<file path="src/fpm_pkg.sv">
package fpm_pkg;

    localparam int DEF_WORD_BITS = 32;
    localparam int DEF_FRAC_BITS = 16;

    // matrix entries, one divider lane each
    localparam int NUM_LANES = 6;
    localparam int LANE_X_SCALE = 0;
    localparam int LANE_X_OFFSET = 1;
    localparam int LANE_Y_SCALE = 2;
    localparam int LANE_Y_OFFSET = 3;
    localparam int LANE_D_SCALE = 4;
    localparam int LANE_D_OFFSET = 5;

endpackage

</file>
<file path="src/fpm_prep.sv">
module fpm_prep
    import fpm_pkg::*;
#(
    parameter int WORD_BITS = DEF_WORD_BITS,
    parameter int FRAC_BITS = DEF_FRAC_BITS,
    localparam int DW = WORD_BITS + 1,
    localparam int QB = WORD_BITS + 1,
    localparam int NW = (WORD_BITS + 1 + FRAC_BITS > 2 * WORD_BITS + 2) ?
                        (WORD_BITS + 1 + FRAC_BITS) : (2 * WORD_BITS + 2)
) (
    input  logic                 aclk,
    input  logic                 aresetn,
    input  logic                 en,
    input  logic                 in_valid,
    input  logic [WORD_BITS-1:0] l_in,
    input  logic [WORD_BITS-1:0] r_in,
    input  logic [WORD_BITS-1:0] b_in,
    input  logic [WORD_BITS-1:0] t_in,
    input  logic [WORD_BITS-1:0] n_in,
    input  logic [WORD_BITS-1:0] f_in,
    output logic                 out_valid,
    output logic                 out_invalid,
    output logic [DW-1:0]        den_out [NUM_LANES],
    output logic [DW-1:0]        rem_out [NUM_LANES],
    output logic [QB-1:0]        nq_out  [NUM_LANES],
    output logic                 neg_out [NUM_LANES],
    output logic                 ovf_out [NUM_LANES]
);

    // stage a: sums, differences, argument check
    logic                 va_reg, vb_reg, vc_reg;
    logic                 inva_reg, invb_reg, invc_reg;
    logic [WORD_BITS:0]   rml_reg, rpl_reg, tmb_reg, tpb_reg, fmn_reg, fpn_reg, two_n_reg;
    logic [WORD_BITS-1:0] fa_reg;

    logic [WORD_BITS:0] le, re, be, te, ne, fe;
    logic               inv_next;

    always_comb begin
        le = {l_in[WORD_BITS-1], l_in};
        re = {r_in[WORD_BITS-1], r_in};
        be = {b_in[WORD_BITS-1], b_in};
        te = {t_in[WORD_BITS-1], t_in};
        ne = {n_in[WORD_BITS-1], n_in};
        fe = {f_in[WORD_BITS-1], f_in};
        inv_next = (r_in == l_in) || (t_in == b_in) || (n_in == f_in) ||
                   n_in[WORD_BITS-1] || f_in[WORD_BITS-1];
    end

    always_ff @(posedge aclk) begin
        if (en) begin
            rml_reg   <= re - le;
            rpl_reg   <= re + le;
            tmb_reg   <= te - be;
            tpb_reg   <= te + be;
            fmn_reg   <= fe - ne;
            fpn_reg   <= fe + ne;
            two_n_reg <= {n_in, 1'b0};
            fa_reg    <= f_in;
            inva_reg  <= inv_next;
        end
    end

    // stage b: magnitudes, aligned numerators, 2fn product
    logic [NW-1:0] num_reg [NUM_LANES];
    logic [DW-1:0] den_reg [NUM_LANES];
    logic          nb_reg  [NUM_LANES];

    function automatic logic [WORD_BITS:0] mag(input logic [WORD_BITS:0] s);
        return s[WORD_BITS] ? (~s + 1'b1) : s;
    endfunction

    function automatic logic [NW-1:0] align(input logic [WORD_BITS:0] s);
        return NW'(mag(s)) << FRAC_BITS;
    endfunction

    logic [2*WORD_BITS-1:0] prod;

    always_comb begin
        prod = fa_reg * two_n_reg[WORD_BITS-1:0];
    end

    always_ff @(posedge aclk) begin
        if (en) begin
            num_reg[LANE_X_SCALE]  <= align(two_n_reg);
            num_reg[LANE_X_OFFSET] <= align(rpl_reg);
            num_reg[LANE_Y_SCALE]  <= align(two_n_reg);
            num_reg[LANE_Y_OFFSET] <= align(tpb_reg);
            num_reg[LANE_D_SCALE]  <= align(fpn_reg);
            num_reg[LANE_D_OFFSET] <= NW'(prod);
            den_reg[LANE_X_SCALE]  <= mag(rml_reg);
            den_reg[LANE_X_OFFSET] <= mag(rml_reg);
            den_reg[LANE_Y_SCALE]  <= mag(tmb_reg);
            den_reg[LANE_Y_OFFSET] <= mag(tmb_reg);
            den_reg[LANE_D_SCALE]  <= mag(fmn_reg);
            den_reg[LANE_D_OFFSET] <= mag(fmn_reg);
            nb_reg[LANE_X_SCALE]   <= two_n_reg[WORD_BITS] ^ rml_reg[WORD_BITS];
            nb_reg[LANE_X_OFFSET]  <= rpl_reg[WORD_BITS] ^ rml_reg[WORD_BITS];
            nb_reg[LANE_Y_SCALE]   <= two_n_reg[WORD_BITS] ^ tmb_reg[WORD_BITS];
            nb_reg[LANE_Y_OFFSET]  <= tpb_reg[WORD_BITS] ^ tmb_reg[WORD_BITS];
            // depth numerators carry a minus sign
            nb_reg[LANE_D_SCALE]   <= ~fpn_reg[WORD_BITS] ^ fmn_reg[WORD_BITS];
            nb_reg[LANE_D_OFFSET]  <= ~fmn_reg[WORD_BITS];
            invb_reg <= inva_reg;
        end
    end

    // stage c: overflow check and initial remainder
    logic [DW-1:0] denc_reg [NUM_LANES];
    logic [DW-1:0] remc_reg [NUM_LANES];
    logic [QB-1:0] nqc_reg  [NUM_LANES];
    logic          negc_reg [NUM_LANES];
    logic          ovfc_reg [NUM_LANES];

    always_ff @(posedge aclk) begin
        if (en) begin
            for (int i = 0; i < NUM_LANES; i++) begin
                denc_reg[i] <= den_reg[i];
                remc_reg[i] <= num_reg[i][QB+DW-1:QB];
                nqc_reg[i]  <= num_reg[i][QB-1:0];
                negc_reg[i] <= nb_reg[i];
                // quotient at or above 2^(WORD_BITS+1) always saturates
                ovfc_reg[i] <= num_reg[i][NW-1:QB] >= (NW-QB)'(den_reg[i]);
            end
            invc_reg <= invb_reg;
        end
    end

    always_ff @(posedge aclk) begin
        if (!aresetn) begin
            va_reg <= 1'b0;
            vb_reg <= 1'b0;
            vc_reg <= 1'b0;
        end else if (en) begin
            va_reg <= in_valid;
            vb_reg <= va_reg;
            vc_reg <= vb_reg;
        end
    end

    assign out_valid   = vc_reg;
    assign out_invalid = invc_reg;
    assign den_out     = denc_reg;
    assign rem_out     = remc_reg;
    assign nq_out      = nqc_reg;
    assign neg_out     = negc_reg;
    assign ovf_out     = ovfc_reg;

endmodule

</file>
<file path="config.mk">
export PLATFORM = sky130hd
export DESIGN_NAME = fpm_prep
export DESIGN_NICKNAME = d
export VERILOG_FILES = /design/src/fpm_pkg.sv /design/src/fpm_prep.sv
export SDC_FILE = /design/constraint.sdc
export NUM_CORES = 2
export LEC_CHECK = 0
export BUFFER_PORTS_ARGS = -buffer_cell sky130_fd_sc_hd__buf_2
export CAP_MARGIN = 20
export CORE_MARGIN = 3
export CORE_UTILIZATION = 35
export CTS_CLUSTER_SIZE = 16
export DETAILED_ROUTE_END_ITERATION = 7
export PLACE_DENSITY = 0.6
export SLEW_MARGIN = 10
export SYNTH_ARGS = -nofsm -noshare
export SYNTH_HDL_FRONTEND = slang
export SYNTH_SLANG_ARGS = --single-unit
</file>
<file path="constraint.sdc">
create_clock -name aclk -period 7.8 [get_ports aclk]
set_clock_uncertainty 0.05 [all_clocks]
set_input_delay 0.78 -clock aclk [delete_from_list [all_inputs] [get_ports aclk]]
set_output_delay 0.78 -clock aclk [all_outputs]
set_load 0.01 [all_outputs]
</file>
-- Yosys cells after proc, flatten, opt, wreduce, memory -nomap -nowiden
Memory sizes are Yosys's and may differ from the RTL's. A register that Yosys moved wholly into a read port is not among the register bits.
Index checks and enable logic that the tools add are counted.
- $mul: 1
- add/subtract/negate cells: 13
- reduce and logical (&&, ||, !) cells: 4
- eq/ne operators: 3
- mux-type cells: 9
- bitwise operators: 14
- divide/modulo/power cells: 0
- shift-type cells: 0
- magnitude comparators: 6
- operator list (cell ; count):
    33-bit by 1-bit adder with 33-bit output (second input constant) ; 7
    33-bit two-way mux ; 7
    33-bit inverter ; 7
    33-bit greater-or-equal comparator ; 6
    32-bit by 32-bit adder with 33-bit output ; 3
    32-bit by 32-bit subtractor with 33-bit output ; 3
    32-bit equality test ; 3
    32-bit by 31-bit multiplier with 63-bit output ; 1
    1-bit XOR ; 5
    1-bit logical OR ; 4
    1-bit two-way mux ; 2
    1-bit inverter ; 2
- word-level logic and storage cells: 91
- input port bits: 196
- bits in writable memories: 582
- output and inout port bits: 608
- flip-flop bits (word level): 868
- memories kept: 3
- bits in latches: 0
- bits in read-only memories: 0
- memory list (memory ; depth ; bits a word ; rd ports ; clocked after memory_dff ; write ports ; line ; text):
    num_reg ; 6 ; 63 ; 6 ; 0 ; 6 ; fpm_prep.sv:65 ; logic [NW-1:0] num_reg [NUM_LANES];
    den_reg ; 6 ; 33 ; 6 ; 0 ; 6 ; fpm_prep.sv:66 ; logic [DW-1:0] den_reg [NUM_LANES];
    nb_reg ; 6 ; 1 ; 6 ; 6 ; 6 ; fpm_prep.sv:67 ; logic nb_reg [NUM_LANES];

-- Depth between registers and ports, before layout
- word-level depth: 5
- gate-level depth with buffers: 30
- depth with buffers taken out: 28

-- Least setup slack after synthesis
No wires, ideal clock.
- path kind: flip-flop to flip-flop
- start: reg two_n_reg[18]
- end: mem num_reg[5][61] (netlist bit), data pin
- setup time: 0.258 ns
- path slack: -0.013 ns
- buffers on the path: 3
- stages on the path, launching flop included: 28
- period minus slack after synthesis: 7.813 ns
- arrival time: 7.505 ns
- required time: 7.492 ns
- cells stage by stage: edfxtp_1 > clkbuf_1 > clkbuf_1 > nand2_1 > fa_1 > fa_1 > inv_1 > fa_1 > inv_1 > fa_1 > inv_1 > fa_1 > fa_1 > fa_1 > fa_1 > ha_1 > clkbuf_1 > and3_1 > and4_1 > nand4_1 > a21oi_1 > nor2_1 > o41a_1 > o31a_1 > o21ai_0 > a221o_1 > a21oi_1 > xnor2_1
- RTL lines (element ; line ; text):
    from (decl) ; fpm_prep.sv:33 ; logic [WORD_BITS:0] rml_reg, rpl_reg, tmb_reg, tpb_reg, fmn_reg, fpn_reg, two_n_reg;
    from (signal assigned) ; fpm_prep.sv:58 ; two_n_reg <= {n_in, 1'b0};
    to (decl) ; fpm_prep.sv:65 ;

==> flow_summary.html <==
<table>
<tr><th>Metric</th><th>Value</th></tr>
<tr><th colspan="2">Synth</th></tr>
<tr><td>Average instance area after synthesis</td><td>10.62 µm²</td></tr>
<tr><td>Dominant cell type by area after synthesis</td><td>sky130_fd_sc_hd__edfxtp_1</td></tr>
<tr><td>Count of state elements after synthesis</td><td>863</td></tr>
<tr><td>Combined area of all synthesized cells</td><td>0.07721 mm²</td></tr>
<tr><td>Predominant post-synthesis flop cell</td><td>sky130_fd_sc_hd__edfxtp_1</td></tr>
<tr><td>Share of synthesized flip-flops with an asynchronous set or reset</td><td>0%</td></tr>
<tr><td>Count of unique library cells instantiated by Yosys</td><td>74</td></tr>
<tr><td>Share of synthesized area occupied by flip-flops and latches</td><td>33.53%</td></tr>
<tr><td>Share of the synthesized area in the top cell type</td><td>33.45%</td></tr>
<tr><td>Yosys warns</td><td>0</td></tr>
<tr><td>Cell types occupying the most area after synthesis</td><td>sky130_fd_sc_hd__edfxtp_1 33%, sky130_fd_sc_hd__fa_1 23%, sky130_fd_sc_hd__ha_1 9.2%, sky130_fd_sc_hd__inv_1 5.4%, sky130_fd_sc_hd__xnor2_1 4.3%</td></tr>
<tr><td>Cell count after synthesis</td><td>7273</td></tr>
<tr><td>Number of enable flip-flop cells after synthesis</td><td>860</td></tr>
<tr><th colspan="2">Finish</th></tr>
<tr><td>Net count of the finished layout</td><td>9612</td></tr>
<tr><td>Final-layout fill cell count</td><td>21.07k</td></tr>
<tr><td>Final core occ</td><td>40.74%</td></tr>
<tr><td>Multi-input gate area</td><td>0.04476 mm²</td></tr>
<tr><td>Fraction of final layout cells sized beyond drive strength 1</td><td>16.52%</td></tr>
<tr><td>Layout overhead on the synthesized area</td><td>15.16%</td></tr>
<tr><td>Max reg flops</td><td>194</td></tr>
<tr><td>Area used by sequential logic in the layout</td><td>0.02588 mm²</td></tr>
<tr><th colspan="2">Worst setup path</th></tr>
<tr><td>Critical Path Sink Type</td><td>flip-flop</td></tr>
<tr><td>Maximum fanout count along the critical path</td><td>16</td></tr>
<tr><td>Biggest cell delay along the critical path</td><td>0.60 ns</td></tr>
<tr><td>Critical path class</td><td>reg -&gt; reg</td></tr>
<tr><td>CP Launch Type</td><td>flip-flop</td></tr>
<tr><td>Buffer and inverter count on the worst path</td><td>6</td></tr>
<tr><td>Arrival time reported for the critical path endpoint</td><td>8.26 ns</td></tr>
<tr><td>Worst path top cell family by delay</td><td>adder cells</td></tr>
<tr><td>Worst-case reg-to-reg path depth</td><td>27</td></tr>
<tr><td>Critical-path top delay cell</td><td>sky130_fd_sc_hd__fa_1</td></tr>
<tr><td>Required arrival time at the worst endpoint</td><td>8.28 ns</td></tr>
<tr><td>Most repeated library cell on the critical path</td><td>sky130_fd_sc_hd__fa_1</td></tr>
<tr><td>Register-to-register path setup slack</td><td>0.02 ns</td></tr>
<tr><td>Endpoint of the most critical register-to-register path</td><td>num_reg[5][61]</td></tr>
<tr><td>Beginning of the worst register-to-register path</td><td>two_n_reg[18]</td></tr>
<tr><th colspan="2">Drt</th></tr>
<tr><td>Violation count after the first detailed-route iteration</td><td>3563</td></tr>
<tr><td>Final routed DRC violation total</td><td>0</td></tr>
<tr><td>Number of nets with antenna violations after detailed routing</td><td>0</td></tr>
<tr><td>Count of TritonRoute iterations in the first routing pass</td><td>5</td></tr>
<tr><td>Vias per std cell</td><td>4.936</td></tr>
<tr><td>Average wire per standard cell</td><td>21.80 µm</td></tr>
<tr><td>Final wirelength</td><td>238.6 mm</td></tr>
<tr><td>Detailed-route via count</td><td>54.01k</td></tr>
<tr><th colspan="2">STA</th></tr>
<tr><td>Post-route fraction of the period consumed by the critical path</td><td>99.74%</td></tr>
<tr><td>Count of final setup violators</td><td>0</td></tr>
<tr><td>Summed negative setup slack over all endpoints</td><td>0 ns</td></tr>
<tr><td>RSZ-0062 raised after global routing</td><td>yes</td></tr>
<tr><td>Worst setup margin</td><td>0.02001 ns</td></tr>
<tr><td>Relative slew margins</td><td>29.13%</td></tr>
<tr><td>Final hold violation count</td><td>0</td></tr>
<tr><td>Time the final worst path needs with I/O delays and setup</td><td>7.780 ns</td></tr>
<tr><td>Final Slew Violations</td><td>0</td></tr>
<tr><td>Min Hold Slack</td><td>0.1488 ns</td></tr>
<tr><td>Highest clock frequency the design can meet</td><td>128.5 MHz</td></tr>
<tr><td>Actual transition at the worst max-transition pin</td><td>1.063 ns</td></tr>
<tr><th colspan="2">Floorplan</th></tr>
<tr><td>Die width</td><td>475.7 µm</td></tr>
<tr><td>Core region area</td><td>0.2182 mm²</td></tr>
<tr><td>Total Die Area</td><td>0.2263 mm²</td></tr>
<tr><td>Initial Util</td><td>35.38%</td></tr>
<tr><td>Die Ht</td><td>475.7 µm</td></tr>
<tr><td>Number of top-level pins</td><td>804</td></tr>
<tr><td>Core Rows</td><td>171</td></tr>
<tr><th colspan="2">Flow run</th></tr>
<tr><td>Max Cap Viol</td><td>0</td></tr>
<tr><th colspan="2">CTS</th></tr>
<tr><td>CTS Sinks</td><td>863</td></tr>
<tr><td>Maximum count of clock buffers along a single path</td><td>3</td></tr>
<tr><td>Buffer cell driving the clock tree root</td><td>sky130_fd_sc_hd__clkbuf_16</td></tr>
<tr><td>TritonCTS Buffers</td><td>101</td></tr>
<tr><td>Number of buffers inserted by hold repair at cts</td><td>0</td></tr>
<tr><td>Worst-Skew Late Latency</td><td>0.82 ns</td></tr>
<tr><td>Clock transition time at the flip-flop clock pins of the worst setup and hold paths</td><td>0.06 ns</td></tr>
<tr><td>CTS tree</td><td>yes</td></tr>
<tr><td>CTS H-Tree Depth</td><td>3</td></tr>
<tr><th colspan="2">Global route</th></tr>
<tr><td>Overall track demand over capacity in global routing</td><td>20.93%</td></tr>
<tr><td>Via count of the first global-routing pass</td><td>56.31k</td></tr>
<tr><td>Antenna violations before repair</td><td>36</td></tr>
<tr><td>Largest net degree at the start of global routing</td><td>175</td></tr>
<tr><td>Global-route wire length before repair</td><td>356.0 mm</td></tr>
<tr><td>Final global-route overflow total</td><td>0</td></tr>
<tr><th colspan="2">Hold path</th></tr>
<tr><td>Hold path startpoint</td><td>f_in[0]</td></tr>
<tr><td>Hold path endpoint</td><td>fa_reg[0]</td></tr>
<tr><td>Worst min path class</td><td>in -&gt; reg</td></tr>
<tr><td>Worst Hold Depth</td><td>1</td></tr>
<tr><th colspan="2">Run status</th></tr>
<tr><td>Status</td><td>complete, no violations</td></tr>
<tr><th colspan="2">Placement</th></tr>
<tr><td>Final estimated routing congestion in global placement</td><td>0.9268</td></tr>
<tr><td>Worst setup timing slack at the placement stage</td><td>-0.4477 ns</td></tr>
<tr><td>Quantity of I/O buffers inserted on ports</td><td>633</td></tr>
<tr><td>Half-perimeter wire length of the detailed placement result</td><td>198.3 mm</td></tr>
</table>
[synthesized netlist by cell type (48+ instances only)]
library cell	n
sky130_fd_sc_hd__inv_1	1117
sky130_fd_sc_hd__fa_1	872
sky130_fd_sc_hd__edfxtp_1	860
sky130_fd_sc_hd__nand2_1	679
sky130_fd_sc_hd__ha_1	566
sky130_fd_sc_hd__and2_1	521
sky130_fd_sc_hd__xnor2_1	378
sky130_fd_sc_hd__clkbuf_1	308
sky130_fd_sc_hd__buf_4	306
sky130_fd_sc_hd__a21oi_1	297
sky130_fd_sc_hd__nor2_1	224
sky130_fd_sc_hd__o21ai_0	208
sky130_fd_sc_hd__a21o_1	99
sky130_fd_sc_hd__o31ai_1	75
sky130_fd_sc_hd__xor2_1	71
sky130_fd_sc_hd__o21bai_1	67
sky130_fd_sc_hd__nor3_1	64
sky130_fd_sc_hd__nand2b_1	52
sky130_fd_sc_hd__nand3_1	50
sky130_fd_sc_hd__or3_1	48
[per-stage QoR]
step           area, µm²  cells
2_1_floorplan      77840   7442
3_3_place_gp       84540  10710
3_5_place_dp       84540  10710
4_1_cts            88270  10910
5_1_grt            88870  10930
6_report           88910  10940
[layout make-up]
type	instances	share of cell area, %
antenna	25	0.07036
clock buffer	117	2.922
clock inverter	72	1.074
timing repair buffer	1058	7.733
sequential	863	29.11
inverter	1119	4.724
multi-input combinational	4835	50.35
tap	2854	4.016
[layout by cell type (no fill, tap or decap), drive strengths merged, types with 14 or more instances in the layout]
| cell | instances |
|---|---|
| a21o | 99 |
| nor2b | 34 |
| o21ai | 210 |
| clkbuf | 117 |
| o21bai | 67 |
| fa | 872 |
| a211oi | 17 |
| nor4 | 38 |
| bufinv | 14 |
| and3 | 15 |
| o21a | 23 |
| conb | 170 |
| a21oi | 297 |
| clkinv | 42 |
| nand4 | 37 |
| nand3 | 50 |
| o31ai | 75 |
| nor3 | 64 |
| and2 | 521 |
| a31oi | 26 |
| or3 | 49 |
| diode | 25 |
| nand2b | 52 |
| xnor2 | 378 |
| ha | 566 |
| o41ai | 31 |
| edfxtp | 860 |
| xor2 | 71 |
| nor2 | 224 |
| inv | 1124 |
| or4 | 44 |
| nand2 | 679 |
| buf | 1058 |
[timing repair]
| item | 4_1_cts | 5_1_grt |
|---|---|---|
| pin swaps | 10 | 50 |
| buffers inserted | 5 | 12 |
| gates cloned | 0 | 0 |
| setup endpoints to repair | 19 | 19 |
| resized for setup | 36 | 101 |
[how the worst max path moves through the flow]
| stage | start | endpoint | slack [ns] | cells past startpoint |
|---|---|---|---|---|
| 2_1_floorplan | two_n_reg[9] | num_reg[5][61] | 0.008 | 26 |
| 3_3_place_gp | two_n_reg[5] | num_reg[5][62] | -0.45 | 28 |
| 3_5_place_dp | two_n_reg[5] | num_reg[5][61] | -0.45 | 26 |
| 4_1_cts | fa_reg[21] | num_reg[5][61] | 0.0009 | 30 |
| 5_1_grt | two_n_reg[17] | num_reg[5][61] | -0.15 | 27 |
| 6_report | two_n_reg[18] | num_reg[5][61] | 0.02 | 27 |
[metal layers]
metal  track usage (%)  vias up  part of all wire [%]
li1                  -    24610                     -
met1             26.55    27190                    41
met2             36.14     1806                    49
met3             3.264      387                   6.2
met4             7.354       18                   4.0
met5                 0        -                 0.051
[kinds of logic (layout without fill, tap and decap cells)]
family,count (synthesis),count (layout),share of synthesized area (%)
AND/OR/NAND/NOR,1843,1843,11.99
buffers and inverters,1744,2366,9.978
adder cells (fa/ha/maj),1438,1438,31.78
AO/OA/AOI/OAI,931,931,7.571
flip-flops,863,863,33.53
XOR/XNOR,449,449,5.094
multiplexers,4,4,0.05186
other,1,195,0.004857
Power is left out: the tool's default activity adds up to more than one toggle a clock period on the data nets, which glitch-free logic cannot reach.
